**config.mk**
```make
export PLATFORM = sky130hd
export DESIGN_NAME = weighted_motion_smoother_unit
export DESIGN_NICKNAME = d
export VERILOG_FILES = /design/src/rtl/wms_pkg.sv /design/src/rtl/wms_ram.sv /design/src/rtl/wms_mul.sv /design/src/rtl/wms_div.sv /design/src/rtl/weighted_motion_smoother_unit.sv
export SDC_FILE = /design/constraint.sdc
export NUM_CORES = 2
export LEC_CHECK = 0
export BUFFER_PORTS_ARGS = -buffer_cell sky130_fd_sc_hd__buf_2
export CORE_MARGIN = 10
export CORE_UTILIZATION = 30
export DETAILED_ROUTE_END_ITERATION = 10
export GPL_TIMING_DRIVEN = 0
export PLACE_DENSITY = 0.43
export SLEW_MARGIN = 10
export SYNTH_ARGS = -nofsm -noshare
export SYNTH_HDL_FRONTEND = slang
export SYNTH_SLANG_ARGS = --single-unit
```
**constraint.sdc**
```tcl
create_clock -name clk -period 27.2 [get_ports clk]
set_input_delay 4.08 -clock clk [delete_from_list [all_inputs] [get_ports clk]]
set_output_delay 4.08 -clock clk [all_outputs]
set_load 0.005 [all_outputs]
```
**src/rtl/wms_pkg.sv**
```systemverilog
// shared types, widths, register codes and constants of the weighted motion smoother
package wms_pkg;

  // item fields
  localparam int DELTA_W    = 16;
  localparam int POS_W      = 16;
  localparam int IN_DATA_W  = 4 * DELTA_W;
  localparam int OUT_DATA_W = 2 * POS_W;

  // configuration registers
  localparam int WLEN_W     = 7;
  localparam int GAIN_W     = 16;
  localparam int CFG_IDX_W  = 1;
  localparam int CFG_DATA_W = 16;

  localparam logic [CFG_IDX_W-1:0] REG_WINDOW_LENGTH = 1'b0;
  localparam logic [CFG_IDX_W-1:0] REG_GAIN          = 1'b1;

  localparam logic [WLEN_W-1:0] WLEN_RESET = 7'd1;
  localparam logic [GAIN_W-1:0] GAIN_RESET = 16'd58982;

  // history depth default and attenuation range in quarter steps
  localparam int WINDOW_MAX_DEFAULT = 64;
  localparam int DECAY_TABLE_DEPTH  = 256;

  // datapath widths
  localparam int PSUM_W     = 24;  // running plain sum over at most 127 motions
  localparam int WSUM_W     = 32;  // weighted sum, two's complement
  localparam int SUM_MAG_W  = 31;
  localparam int FRAC_W     = 8;
  localparam int DEN_W      = 14;  // n(n+1) for n up to 127
  localparam int DIVIDEND_W = SUM_MAG_W + FRAC_W + 1;
  localparam int AVG_W      = 24;  // magnitude of a Q8 average
  localparam int FACT_W     = 17;  // Q0.16 factor, 1.0 included
  localparam int MUL_A_W    = 17;
  localparam int MUL_B_W    = 24;
  localparam int MUL_P_W    = MUL_A_W + MUL_B_W;
  localparam int FG_W       = 32;  // factor times gain
  localparam int PLO_W      = 40;
  localparam int PROD_W     = 57;
  localparam int STEP_W     = 17;
  localparam int K_W        = 18;
  localparam int DEC_ITER_W = $clog2(DECAY_TABLE_DEPTH);

  // 0.7 in Q0.16 and the rounding constant of one decay step
  localparam logic [GAIN_W-1:0] DECAY_STEP = 16'd45875;
  localparam logic [32:0]       ROUND_Q16  = 33'd32768;

  // one history entry
  typedef struct packed {
    logic [DELTA_W-1:0] dy;
    logic [DELTA_W-1:0] dx;
  } motion_t;

  // 0.7 to the power 0, 0.25, 0.5, 0.75 in Q0.16
  function automatic logic [FACT_W-1:0] quarter_root(input logic [1:0] sel);
    logic [FACT_W-1:0] r;
    unique case (sel)
      2'd0: r = 17'd65536;
      2'd1: r = 17'd59945;
      2'd2: r = 17'd54831;
      2'd3: r = 17'd50154;
    endcase
    return r;
  endfunction

endpackage

```
**src/rtl/wms_ram.sv**
```systemverilog
// generic single write port ram with registered read
module wms_ram #(
  parameter  int WIDTH = 32,
  parameter  int DEPTH = 64,
  localparam int AW    = (DEPTH > 1) ? $clog2(DEPTH) : 1
) (
  input  logic                 clk,
  input  logic                 we,
  input  logic [AW-1:0]        waddr,
  input  logic [WIDTH-1:0]     wdata,
  input  logic [AW-1:0]        raddr,
  output logic [WIDTH-1:0]     rdata
);

  logic [WIDTH-1:0] mem [DEPTH];

  // write port and registered read port
  always_ff @(posedge clk) begin
    if (we) begin
      mem[waddr] <= wdata;
    end
    rdata <= mem[raddr];
  end

endmodule

```
**src/rtl/wms_mul.sv**
```systemverilog
// shared unsigned multiplier with registered product
module wms_mul import wms_pkg::*; (
  input  logic               clk,
  input  logic               start,
  input  logic [MUL_A_W-1:0] a,
  input  logic [MUL_B_W-1:0] b,
  output logic [MUL_P_W-1:0] p
);

  // product is held until the next start
  always_ff @(posedge clk) begin
    if (start) begin
      p <= MUL_P_W'(a) * MUL_P_W'(b);
    end
  end

endmodule

```
**src/rtl/wms_div.sv**
```systemverilog
// restoring divider, one quotient bit per cycle
module wms_div import wms_pkg::*; (
  input  logic                  clk,
  input  logic                  rst,
  input  logic                  start,
  input  logic [DIVIDEND_W-1:0] dividend,
  input  logic [DEN_W-1:0]      divisor,
  output logic                  done,
  output logic [AVG_W-1:0]      quotient
);
  localparam int CNT_W = $clog2(DIVIDEND_W + 1);

  logic                  busy;
  logic [CNT_W-1:0]      cnt;
  logic [DEN_W-1:0]      rem;
  logic [DIVIDEND_W-1:0] dq;
  logic [DEN_W:0]        trial;
  logic [DEN_W:0]        diff;
  logic                  fits;

  // trial subtract of the divisor from the shifted remainder
  always_comb begin
    trial = {rem, dq[DIVIDEND_W-1]};
    diff  = trial - {1'b0, divisor};
    fits  = trial >= {1'b0, divisor};
  end

  // iteration control
  always_ff @(posedge clk) begin
    if (rst) begin
      busy <= 1'b0;
      cnt  <= '0;
      done <= 1'b0;
    end else begin
      done <= 1'b0;
      if (start) begin
        busy <= 1'b1;
        cnt  <= CNT_W'(DIVIDEND_W);
      end else if (busy) begin
        cnt <= cnt - 1'b1;
        if (cnt == CNT_W'(1)) begin
          busy <= 1'b0;
          done <= 1'b1;
        end
      end
    end
  end

  // dividend shifts out at the top while quotient bits shift in at the bottom
  always_ff @(posedge clk) begin
    if (start) begin
      rem <= '0;
      dq  <= dividend;
    end else if (busy) begin
      rem <= fits ? diff[DEN_W-1:0] : trial[DEN_W-1:0];
      dq  <= {dq[DIVIDEND_W-2:0], fits};
    end
  end

  assign quotient = dq[AVG_W-1:0];

endmodule

```
**src/rtl/weighted_motion_smoother_unit.sv**
```systemverilog
// Weighted motion smoother: one input transaction carries a relative motion and the current
// cursor position and yields one transaction with the new saturated position. The block works
// on one item at a time and is not ready until its result has been handed to the output
// register. Per item it reads n averaged motions from the history ram, one read per cycle, runs
// the two 40-step divisions of the shared divider, and runs up to about 35 decay steps of 0.7
// on the shared multiplier (they stop early once the factor no longer changes, and none run
// for large motion or for small motion under one whole decay step).
// The output register lets a new item enter while the previous result still waits.
module weighted_motion_smoother_unit import wms_pkg::*; #(
  parameter int WINDOW_MAX = WINDOW_MAX_DEFAULT
) (
  input  logic                  clk,
  input  logic                  rst,
  input  logic                  s_tvalid,
  output logic                  s_tready,
  // delta_x [15:0], delta_y [31:16], cursor_x [47:32], cursor_y [63:48]
  input  logic [IN_DATA_W-1:0]  s_tdata,
  output logic                  m_tvalid,
  input  logic                  m_tready,
  // next_x [15:0], next_y [31:16]
  output logic [OUT_DATA_W-1:0] m_tdata,
  input  logic                  cfg_valid,
  output logic                  cfg_ready,
  input  logic [CFG_IDX_W-1:0]  cfg_index,
  input  logic [CFG_DATA_W-1:0] cfg_data
);
  localparam int PTR_W = (WINDOW_MAX > 1) ? $clog2(WINDOW_MAX) : 1;
  localparam logic [PTR_W-1:0] PTR_LAST = PTR_W'(WINDOW_MAX - 1);
  localparam logic [8:0]       N_CAP    = 9'(WINDOW_MAX);

  localparam logic [4:0] S_IDLE    = 5'd0;
  localparam logic [4:0] S_WALK    = 5'd1;
  localparam logic [4:0] S_DX_GO   = 5'd2;
  localparam logic [4:0] S_DX_RUN  = 5'd3;
  localparam logic [4:0] S_DY_GO   = 5'd4;
  localparam logic [4:0] S_DY_RUN  = 5'd5;
  localparam logic [4:0] S_KSEL    = 5'd6;
  localparam logic [4:0] S_DEC_MUL = 5'd7;
  localparam logic [4:0] S_DEC_UPD = 5'd8;
  localparam logic [4:0] S_FG_MUL  = 5'd9;
  localparam logic [4:0] S_FG_LAT  = 5'd10;
  localparam logic [4:0] S_X_LO    = 5'd11;
  localparam logic [4:0] S_X_HI    = 5'd12;
  localparam logic [4:0] S_X_FIN   = 5'd13;
  localparam logic [4:0] S_Y_LO    = 5'd14;
  localparam logic [4:0] S_Y_HI    = 5'd15;
  localparam logic [4:0] S_Y_FIN   = 5'd16;
  localparam logic [4:0] S_OUT     = 5'd17;

  logic [4:0]        state;
  logic [WLEN_W-1:0] window_length;
  logic [GAIN_W-1:0] gain;
  logic [PTR_W-1:0]  wp;
  logic [PTR_W-1:0]  rd_ptr;
  logic [WLEN_W-1:0] fill;
  logic [WLEN_W-1:0] cnt;
  logic              rd_valid;

  logic [WLEN_W-1:0] wl_eff;
  logic [WLEN_W-1:0] n_eff;
  logic [WLEN_W:0]   fill_inc;
  logic [WLEN_W-1:0] fill_next;
  logic              accept;
  logic              out_free;

  motion_t           ram_rdata;
  logic [PSUM_W-1:0] psum_x;
  logic [PSUM_W-1:0] psum_y;
  logic [PSUM_W-1:0] psum_x_next;
  logic [PSUM_W-1:0] psum_y_next;
  logic [WSUM_W-1:0] wsum_x;
  logic [WSUM_W-1:0] wsum_y;
  logic [DEN_W-1:0]  den;

  logic [POS_W-1:0]  cur_x;
  logic [POS_W-1:0]  cur_y;
  logic [POS_W-1:0]  nx;
  logic [POS_W-1:0]  ny;

  logic                  div_start;
  logic                  div_done;
  logic [DIVIDEND_W-1:0] div_dividend;
  logic [AVG_W-1:0]      div_q;
  logic [WSUM_W-1:0]     div_sum;
  logic [WSUM_W-1:0]     div_abs;

  logic [AVG_W-1:0]      mag_x;
  logic [AVG_W-1:0]      mag_y;
  logic                  neg_x;
  logic                  neg_y;

  logic [AVG_W:0]          abs_sum;
  logic [K_W-1:0]          k;
  logic [FACT_W-1:0]       d;
  logic [DEC_ITER_W-1:0]   iter;
  logic [32:0]             dec_rnd;
  logic [FACT_W-1:0]       d_new;
  logic [FG_W-1:0]         fg;

  logic                mul_start;
  logic [MUL_A_W-1:0]  mul_a;
  logic [MUL_B_W-1:0]  mul_b;
  logic [MUL_P_W-1:0]  mul_p;

  logic [PLO_W-1:0]    plo;
  logic [PROD_W-1:0]   prod_rnd;
  logic [STEP_W-1:0]   step;
  logic [POS_W-1:0]    fin_cur;
  logic                fin_neg;
  logic [POS_W+1:0]    pos;
  logic [POS_W-1:0]    pos_sat;

  assign cfg_ready = !rst;
  assign s_tready  = !rst && (state == S_IDLE);
  assign accept    = s_tvalid & s_tready;
  assign out_free  = !m_tvalid || m_tready;

  // effective window and new fill count
  always_comb begin
    wl_eff    = (window_length == '0) ? WLEN_W'(1) : window_length;
    n_eff     = ({2'b0, wl_eff} > N_CAP) ? N_CAP[WLEN_W-1:0] : wl_eff;
    fill_inc  = {1'b0, fill} + 1'b1;
    fill_next = (fill_inc > {1'b0, n_eff}) ? n_eff : fill_inc[WLEN_W-1:0];
  end

  // motion history
  wms_ram #(
    .WIDTH ($bits(motion_t)),
    .DEPTH (WINDOW_MAX)
  ) u_hist (
    .clk   (clk),
    .we    (accept),
    .waddr (wp),
    .wdata (s_tdata[2*DELTA_W-1:0]),
    .raddr (rd_ptr),
    .rdata (ram_rdata)
  );

  // prefix sums, newest first, so the newest motion is counted n times
  always_comb begin
    psum_x_next = psum_x + {{(PSUM_W-DELTA_W){ram_rdata.dx[DELTA_W-1]}}, ram_rdata.dx};
    psum_y_next = psum_y + {{(PSUM_W-DELTA_W){ram_rdata.dy[DELTA_W-1]}}, ram_rdata.dy};
  end

  // divider operands: rounded Q8 quotient of the weighted sum by n(n+1)/2
  always_comb begin
    div_start    = (state == S_DX_GO) || (state == S_DY_GO);
    div_sum      = (state == S_DX_GO) ? wsum_x : wsum_y;
    div_abs      = div_sum[WSUM_W-1] ? (~div_sum + 1'b1) : div_sum;
    div_dividend = {div_abs[SUM_MAG_W-1:0], {(FRAC_W+1){1'b0}}}
                   + DIVIDEND_W'(den >> 1);
  end

  wms_div u_div (
    .clk      (clk),
    .rst      (rst),
    .start    (div_start),
    .dividend (div_dividend),
    .divisor  (den),
    .done     (div_done),
    .quotient (div_q)
  );

  // attenuation index in quarter steps and one rounded decay step
  always_comb begin
    abs_sum = {1'b0, mag_x} + {1'b0, mag_y};
    k       = abs_sum[AVG_W:7];
    dec_rnd = mul_p[32:0] + ROUND_Q16;
    d_new   = dec_rnd[32:16];
  end

  // shared multiplier operand select
  always_comb begin
    mul_start = 1'b0;
    mul_a     = '0;
    mul_b     = '0;
    unique case (state)
      S_IDLE: begin
        mul_start = accept;
        mul_a     = MUL_A_W'(fill_next);
        mul_b     = MUL_B_W'(fill_next) + 1'b1;
      end
      S_DEC_MUL: begin
        mul_start = 1'b1;
        mul_a     = d;
        mul_b     = MUL_B_W'(DECAY_STEP);
      end
      S_FG_MUL: begin
        mul_start = 1'b1;
        mul_a     = d;
        mul_b     = MUL_B_W'(gain);
      end
      S_X_LO: begin
        mul_start = 1'b1;
        mul_a     = MUL_A_W'(fg[15:0]);
        mul_b     = mag_x;
      end
      S_X_HI: begin
        mul_start = 1'b1;
        mul_a     = MUL_A_W'(fg[FG_W-1:16]);
        mul_b     = mag_x;
      end
      S_Y_LO: begin
        mul_start = 1'b1;
        mul_a     = MUL_A_W'(fg[15:0]);
        mul_b     = mag_y;
      end
      S_Y_HI: begin
        mul_start = 1'b1;
        mul_a     = MUL_A_W'(fg[FG_W-1:16]);
        mul_b     = mag_y;
      end
      default: begin
        mul_start = 1'b0;
      end
    endcase
  end

  wms_mul u_mul (
    .clk   (clk),
    .start (mul_start),
    .a     (mul_a),
    .b     (mul_b),
    .p     (mul_p)
  );

  // Q40 step rounded half away from zero, added to the cursor and saturated
  always_comb begin
    fin_cur  = (state == S_X_FIN) ? cur_x : cur_y;
    fin_neg  = (state == S_X_FIN) ? neg_x : neg_y;
    prod_rnd = {1'b0, mul_p[PLO_W-1:0], 16'b0} + PROD_W'(plo) + (PROD_W'(1) << 39);
    step     = prod_rnd[PROD_W-1:40];
    pos      = {{2{fin_cur[POS_W-1]}}, fin_cur}
               + (fin_neg ? (~{1'b0, step} + 1'b1) : {1'b0, step});
    if (!pos[POS_W+1] && (pos[POS_W:POS_W-1] != 2'b00)) begin
      pos_sat = {1'b0, {(POS_W-1){1'b1}}};
    end else if (pos[POS_W+1] && (pos[POS_W:POS_W-1] != 2'b11)) begin
      pos_sat = {1'b1, {(POS_W-1){1'b0}}};
    end else begin
      pos_sat = pos[POS_W-1:0];
    end
  end

  // configuration registers
  always_ff @(posedge clk) begin
    if (rst) begin
      window_length <= WLEN_RESET;
      gain          <= GAIN_RESET;
    end else if (cfg_valid && cfg_ready) begin
      unique case (cfg_index)
        REG_WINDOW_LENGTH: window_length <= cfg_data[WLEN_W-1:0];
        REG_GAIN:          gain          <= cfg_data[GAIN_W-1:0];
      endcase
    end
  end

  // output valid, set when a result is loaded and cleared when taken
  always_ff @(posedge clk) begin
    if (rst) begin
      m_tvalid <= 1'b0;
    end else if ((state == S_OUT) && out_free) begin
      m_tvalid <= 1'b1;
    end else if (m_tready) begin
      m_tvalid <= 1'b0;
    end
  end

  // sequencer and control state
  always_ff @(posedge clk) begin
    if (rst) begin
      state    <= S_IDLE;
      wp       <= '0;
      fill     <= '0;
      cnt      <= '0;
      rd_valid <= 1'b0;
    end else begin
      unique case (state)
        S_IDLE: begin
          if (accept) begin
            wp       <= (wp == PTR_LAST) ? '0 : wp + 1'b1;
            fill     <= fill_next;
            cnt      <= fill_next;
            rd_valid <= 1'b0;
            state    <= S_WALK;
          end
        end
        S_WALK: begin
          rd_valid <= (cnt != '0);
          if (cnt != '0) begin
            cnt <= cnt - 1'b1;
          end else if (!rd_valid) begin
            state <= S_DX_GO;
          end
        end
        S_DX_GO:  state <= S_DX_RUN;
        S_DX_RUN: if (div_done) state <= S_DY_GO;
        S_DY_GO:  state <= S_DY_RUN;
        S_DY_RUN: if (div_done) state <= S_KSEL;
        S_KSEL: begin
          if ((k >= K_W'(DECAY_TABLE_DEPTH)) || (k[DEC_ITER_W+1:2] == '0)) begin
            state <= S_FG_MUL;
          end else begin
            state <= S_DEC_MUL;
          end
        end
        S_DEC_MUL: state <= S_DEC_UPD;
        S_DEC_UPD: begin
          if ((d_new == d) || (iter == DEC_ITER_W'(1))) begin
            state <= S_FG_MUL;
          end else begin
            state <= S_DEC_MUL;
          end
        end
        S_FG_MUL: state <= S_FG_LAT;
        S_FG_LAT: state <= S_X_LO;
        S_X_LO:   state <= S_X_HI;
        S_X_HI:   state <= S_X_FIN;
        S_X_FIN:  state <= S_Y_LO;
        S_Y_LO:   state <= S_Y_HI;
        S_Y_HI:   state <= S_Y_FIN;
        S_Y_FIN:  state <= S_OUT;
        S_OUT: begin
          if (out_free) begin
            state <= S_IDLE;
          end
        end
        default: state <= S_IDLE;
      endcase
    end
  end

  // datapath registers
  always_ff @(posedge clk) begin
    unique case (state)
      S_IDLE: begin
        if (accept) begin
          rd_ptr <= wp;
          psum_x <= '0;
          psum_y <= '0;
          wsum_x <= '0;
          wsum_y <= '0;
          cur_x  <= s_tdata[3*DELTA_W-1:2*DELTA_W];
          cur_y  <= s_tdata[4*DELTA_W-1:3*DELTA_W];
        end
      end
      S_WALK: begin
        if (cnt != '0) begin
          rd_ptr <= (rd_ptr == '0) ? PTR_LAST : rd_ptr - 1'b1;
        end
        if (rd_valid) begin
          psum_x <= psum_x_next;
          psum_y <= psum_y_next;
          wsum_x <= wsum_x + {{(WSUM_W-PSUM_W){psum_x_next[PSUM_W-1]}}, psum_x_next};
          wsum_y <= wsum_y + {{(WSUM_W-PSUM_W){psum_y_next[PSUM_W-1]}}, psum_y_next};
        end
        den <= mul_p[DEN_W-1:0];
      end
      S_DX_GO:  neg_x <= wsum_x[WSUM_W-1];
      S_DX_RUN: if (div_done) mag_x <= div_q;
      S_DY_GO:  neg_y <= wsum_y[WSUM_W-1];
      S_DY_RUN: if (div_done) mag_y <= div_q;
      S_KSEL: begin
        if (k >= K_W'(DECAY_TABLE_DEPTH)) begin
          d <= '0;
        end else begin
          d <= quarter_root(k[1:0]);
        end
        iter <= k[DEC_ITER_W+1:2];
      end
      S_DEC_UPD: begin
        d    <= d_new;
        iter <= iter - 1'b1;
      end
      S_FG_LAT: fg  <= mul_p[FG_W-1:0];
      S_X_HI:   plo <= mul_p[PLO_W-1:0];
      S_X_FIN:  nx  <= pos_sat;
      S_Y_HI:   plo <= mul_p[PLO_W-1:0];
      S_Y_FIN:  ny  <= pos_sat;
      S_OUT:    if (out_free) m_tdata <= {ny, nx};
      default: begin
      end
    endcase
  end

endmodule
```
# Yosys cells after proc, flatten, opt, wreduce, memory -nomap -nowiden
# Memories as Yosys holds them, arrays and structs flattened. A register that Yosys moved wholly into a read port is not among the register bits.
# Index checks and enable logic that the tools add are counted.
[word_totals]
register_bits = 527
ramBits = 2048
in_bits = 86
out_inout_bits = 35
n_memories = 1
[op_classes]
n_addsub = 20
multipliers = 1
order_cmp = 4
n_eq_ne = 33
muxes = 59
bitwise = 5
reduce_logical = 41
[memory_table]
columns = ["name", "words", "width", "rd", "rd_ports_with_merged_regs", "write_ports", "line_no", "source"]
rows = [
  ["u_hist.mem", 64, 32, 1, 1, 1, "wms_ram.sv:15", "logic [WIDTH-1:0] mem [DEPTH];"],
]
[op_table]
columns = ["operator", "n"]
rows = [
  ["one-hot mux 17 bit (4 select lines)", 2],
  ["2-to-1 mux 32 bit", 4],
  ["one-hot mux 32 bit (2 select lines)", 2],
  ["one-hot mux 24 bit (5 select lines)", 1],
  ["one-hot mux 24 bit (2 select lines)", 2],
  ["one-hot mux 5 bit (18 select lines)", 1],
  ["2-to-1 mux 40 bit", 2],
  ["2-to-1 mux 24 bit", 3],
  ["adder 32 bit", 2],
  ["adder 56 x 40 -> 57 bit", 1],
  ["adder 57 x 40 -> 57 bit (second input constant)", 1],
  ["adder 24 bit", 2],
  ["2-to-1 mux 16 bit", 3],
  ["adder 40 x 13 -> 40 bit", 1],
  ["equality test 5 x 4 -> 1 bit (second input constant)", 8],
  ["multiplier 17 x 24 -> 40 bit", 1],
  ["2-to-1 mux 6 bit", 6],
  ["2-to-1 mux 7 bit", 5],
  ["one-hot mux 17 bit (2 select lines)", 1],
  ["adder 33 x 16 -> 33 bit (second input constant)", 1],
  ["adder 31 x 1 -> 31 bit (second input constant)", 1],
  ["2-to-1 mux 31 bit", 1],
  ["NOT 31 bit", 1],
  ["2-to-1 mux 5 bit", 6],
  ["53 further kinds", 105],
]

# Longest topological paths before layout
[logic_depth]
depth_word = 10
mapped_depth = 41
ltp_nobuf = 41

# Hierarchy
# A second synthesis with hierarchy kept.
[hier_totals]
hier_cells = 8236
hier_area_um2 = 124304.2
[by_module_without_submodules]
columns = ["mod", "instances", "cells_each", "area_each_um2", "seq_area_each_um2"]
rows = [
  ["wms_ram", 1, 3572, 78881.9, 62139.6],
  ["weighted_motion_smoother_unit", 1, 2711, 27137.3, 11781.3],
  ["wms_mul", 1, 1613, 14556.5, 1231.2],
  ["wms_div", 1, 340, 3728.6, 1641.6],
]

# Worst setup path before layout
# Ideal clock, no wire load.
[synth_timing]
path_kind = "register -> register"
start = "register fill[0]"
end = "register u_mul.p[38] (data pin)"
setup_ns = 0.265
arrival_ns = 8.752
setup_slack_ns = 18.183
path_stages_with_launch = 35
cell_sequence = "dfxtp_1 ha_1 ha_1 nor2b_1 o21a_1 o21a_1 o21a_1 o21a_1 o211ai_1 nand2_1 a21oi_1 nand2_1 nand2_1 clkbuf_1 nand2_1 fa_1 fa_1 fa_1 fa_1 inv_1 fa_1 inv_1 fa_1 inv_1 ha_1 and2_1 a31oi_1 o21ai_0 or3_1 a31o_2 a221oi_1 a21oi_1 a211oi_1 a22oi_1 xor2_1"
[synth_via]
elab_chain_cells = 6
word_cells_on_any_way = 7
classes_between = "2 x add/sub; 1 x mul; 1 x order compare; 3 x mux"
[synth_rtl]
columns = ["element", "line_no", "source"]
rows = [
  ["start, declared", "weighted_motion_smoother_unit.sv:55", "logic [WLEN_W-1:0] fill;"],
  ["start signal, assigned", "weighted_motion_smoother_unit.sv:281", "fill <= fill_next;"],
  ["adder 7 x 1 -> 8 bit (*)", "weighted_motion_smoother_unit.sv:122", "fill_inc = {1'b0, fill} + 1'b1;"],
  ["greater-than comparator 8 x 7 -> 1 bit", "weighted_motion_smoother_unit.sv:123", "fill_next = (fill_inc > {1'b0, n_eff}) ? n_eff : fill_inc[WLEN_W-1:0];"],
  ["2-to-1 mux 7 bit (*)", "weighted_motion_smoother_unit.sv:123", ""],
  ["adder 7 x 1 -> 8 bit", "weighted_motion_smoother_unit.sv:181", "mul_b = MUL_B_W'(fill_next) + 1'b1;"],
  ["one-hot mux 24 bit (5 select lines)", "weighted_motion_smoother_unit.sv:177", "unique case (state)"],
  ["multiplier 17 x 24 -> 40 bit (*)", "wms_mul.sv:13", "p <= MUL_P_W'(a) * MUL_P_W'(b);"],
  ["end signal, assigned", "wms_mul.sv:13", ""],
  ["end, declared", "wms_mul.sv:7", "output logic [MUL_P_W-1:0] p"],
]
# Every way passes the cells marked *; elsewhere a longest branch is shown, timed or not.
# A chain may end at the register's enable or synchronous reset.

# Final worst setup path
[layout_timing]
start = "register fill[0]"
end = "register u_mul.p[39] (data pin)"
# Same word-level chain as after synthesis.

==> flow_metrics.py <==
metrics = {
    "global_route": {
        "grt_pass1_wl_um": 545000,
        "grt_pass1_vias": 71600,
        "grt_antenna_before_repair": 48,
        "grt_max_degree": 65,
        "grt_util_all_layers_pct": 17.4,
        "grt_remaining_overflow": 0,
    },
    "setup_path": {
        "rrSetupSlack_ns": 15.31,
        "critPathMaxFanout": 10,
        "reg2regPathDepth": 35,
        "path_class": "reg2reg",
        "critPathCaptureType": "flip-flop",
        "slowest_delay_ns": 1.09,
        "crit_path_frequent_cell": "fa_1",
        "timing.rr.end": "u_mul.p[39]",
        "r2r-start": "fill[0]",
        "cp.required_ns": 27.80,
        "slowest_stage": "o21ai_1",
        "cp.arrival_ns": 12.48,
        "start_kind": "flip-flop",
    },
    "cells_and_area": {
        "multiInputGateArea_um2": 43000,
        "final_common_cell": "edfxtp_1",
        "final_cell_mix": "edfxtp_1, mux4_2, nand2_1",
        "seq_area_um2": 76800,
        "layout-drive-gt1-share_pct": 17.8,
        "layout.nets": 8835,
        "synthToLayoutAreaGrowth_pct": 15.9,
        "fill_cells": 38700,
    },
    "routing": {
        "drtIter0Drc": 6855,
        "wl_um": 385000,
        "dr.pass1.iters": 6,
        "vias": 69400,
        "detail_route.wl_per_cell_um": 28.0,
        "drt.antenna.violating_nets": 0,
        "via_per_inst": 5.04,
        "drc": 0,
    },
    "sta": {
        "hold_violations": 0,
        "fin_skew_ns": 0.0786,
        "rsz0062_at_grt": "no",
        "holdWs_ns": 0.417,
        "period_minus_slack_ns": 11.89,
        "timing.fmax_ghz": 0.0841,
        "tns_ns": 0,
        "setup_slack_ns": 15.31,
        "tightest_slew_ns": 1.33,
        "setup_viol": 0,
        "finalCritPeriodShare_pct": 43.7,
        "maxSlewHeadroom_pct": 11.4,
        "finalMaxSlewViolations": 0,
    },
    "clock_tree": {
        "ctsResizeCount": 0,
        "numCtsBuffers": 292,
        "numClockSinks": 2591,
        "cts_buffer_depth": 4,
        "postCtsHoldBufs": 0,
        "cts_tree": "yes",
        "clk_pin_slew_ns": 0.06,
        "clock_latency_ns": 0.92,
        "root_buffer": "clkbuf_16",
        "cts_setup_buffers": 0,
        "cts.htree.levels": 5,
    },
    "die": {
        "die_y_um": 658,
        "core_um2": 406000,
        "initial_utilization_pct": 30.1,
        "die_w_um": 658,
        "fp.dieArea_um2": 434000,
        "ios": 121,
        "rows": 234,
    },
    "synth": {
        "yosys_warnings": 0,
        "netlist_instances": 7545,
        "avgSynthCellArea_um2": 16.2,
        "synth_async_sr_flop_share_pct": 0,
        "yosys_most_used_dff": "edfxtp_1",
        "syn-cell-area_um2": 122000,
        "synth_seq_cells": 2591,
        "netlist-cell-type-count": 92,
        "synth-edff-count": 2487,
        "yosysSeqAreaShare_pct": 62.8,
    },
    "run": {
        "maxCapViolCount": 0,
    },
    "min_path": {
        "min_path_type": "reg2reg",
        "holdCritStartpoint": "ny[1]",
        "holdPathEnd": "m_tdata[17]",
        "whs_path_depth": 0,
    },
    "place": {
        "pre_cts_slack_ns": 15.31,
        "hpwlAfterDp_um": 279000,
        "port_buffers": 119,
        "gp_congestion": 0.856,
    },
    "pwr": {
        "irDropWorstVdd_mv": 0.0739,
        "power_density_nw_per_um2": 106,
        "p_leak_nw": 47.3,
    },
    "run_status": {
        "status": "finished, final reports clean",
    },
}
-- worst max-delay path by stage --
stage             from          end  slack (ns)  cells past startpoint
3_5_place_dp   fill[0]  u_mul.p[39]       15.31                     35
2_1_floorplan  fill[0]  u_mul.p[38]       18.18                     34
6_report       fill[0]  u_mul.p[39]       15.31                     35
3_3_place_gp   fill[0]  u_mul.p[39]       14.94                     33
5_1_grt        fill[0]  u_mul.p[39]       14.78                     35
4_1_cts        fill[0]  u_mul.p[39]       15.25                     35
-- sequential cells by signal, indices dropped and copies added (netlist names), 8 cells and up --
signal        count
mag_x            24
wsum_y           32
nx               16
u_div.rem        14
ny               16
iter              8
u_div.dq         40
m_tdata          32
mag_y            24
wsum_x           32
cur_x            16
u_hist.rdata     32
psum_x           24
fg               32
cur_y            16
psum_y           24
u_mul.p          40
gain             16
u_hist.mem     2048
den              14
d                17
plo              24
-- synthesized netlist by cell type, types with 27 or more instances --
| cell type | n | share of area (%) |
|---|---|---|
| a211oi_1 | 31 | 0.19 |
| inv_1 | 490 | 1.5 |
| a31oi_1 | 30 | 0.15 |
| a21o_1 | 80 | 0.49 |
| nand3_1 | 95 | 0.39 |
| ha_1 | 348 | 3.6 |
| o21a_1 | 37 | 0.23 |
| nand2b_1 | 31 | 0.16 |
| fa_1 | 335 | 5.5 |
| edfxtp_1 | 2487 | 61 |
| and2_1 | 98 | 0.50 |
| nor2b_1 | 35 | 0.18 |
| xnor2_1 | 188 | 1.3 |
| mux4_2 | 672 | 12 |
| clkbuf_1 | 241 | 0.74 |
| o211ai_1 | 27 | 0.17 |
| and3_1 | 42 | 0.21 |
| buf_1 | 58 | 0.18 |
| xor2_1 | 121 | 0.87 |
| a21oi_1 | 256 | 1.0 |
| nor3_1 | 95 | 0.39 |
| o21ai_0 | 191 | 0.78 |
| mux2i_1 | 53 | 0.43 |
| nor2_1 | 431 | 1.3 |
| nand2_1 | 534 | 1.6 |
| dfxtp_1 | 104 | 1.7 |
| nand4_1 | 35 | 0.18 |
| a22oi_1 | 29 | 0.18 |
-- critical path, delay by kind of cell (launching register included) --
family	cells	cell delay [ns]
adder cells (fa/ha/maj)	9	4.04
XOR/XNOR	2	0.44
AO/OA/AOI/OAI	11	3.83
buffers and inverters	7	1.25
flip-flops	1	0.47
AND/OR/NAND/NOR	6	1.59
-- power breakdown --
part / internal (mW) / total, mW / switching (mW)
clock: 2.17 / 3.80 / 1.63
sequential: 4.66 / 4.83 / 0.167
combinational: 2.44 / 6.40 / 3.95
total: 9.27 / 15.0 / 5.76
-- metal layers --
| layer | GRT usage (%) | share of wire [%] | up-vias |
|---|---|---|---|
| li1 | - | - | 30100 |
| met1 | 23.7 | 43 | 36800 |
| met2 | 28.9 | 48 | 2043 |
| met3 | 2.61 | 5.9 | 472 |
| met4 | 5.18 | 3.3 | 12 |
| met5 | 0 | 0.018 | - |
-- per-stage QoR --
| step | instance area (um2) | power [mW] | util (%) | std cells |
|---|---|---|---|---|
| detailed placement | 132000 | 11.4 | 32.6 | 13200 |
| CTS | 142000 | 15.2 | 34.8 | 13700 |
| global placement | 130000 | 11.3 | 31.9 | 13100 |
| global route | 142000 | 15.8 | 34.9 | 13700 |
| floorplan | 122000 | 8.89 | - | 7550 |
| finish | 142000 | 15.0 | 34.9 | 13800 |
-- area by class of cell --
| cell class | count | share of cell area (%) |
|---|---|---|
| inverter | 494 | 1.31 |
| sequential | 2591 | 54.2 |
| timing repair buffer | 222 | 2.02 |
| clock inverter | 145 | 0.886 |
| buffer | 314 | 0.900 |
| clock buffer | 376 | 5.48 |
| multi-input combinational | 4151 | 30.4 |
| tap | 5428 | 4.79 |
| antenna | 35 | 0.0618 |
-- cells by family (layout without fill, tap and decap cells) --
family	after synthesis	after routing	share of synthesized area, %
flip-flops	2591	2591	62.8
AND/OR/NAND/NOR	1517	1517	5.74
AO/OA/AOI/OAI	885	885	4.64
buffers and inverters	808	1551	2.53
multiplexers	749	749	13.0
adder cells (fa/ha/maj)	683	683	9.05
XOR/XNOR	310	310	2.23
other	2	42	0.00614
Power figures use the tool's default switching activity.
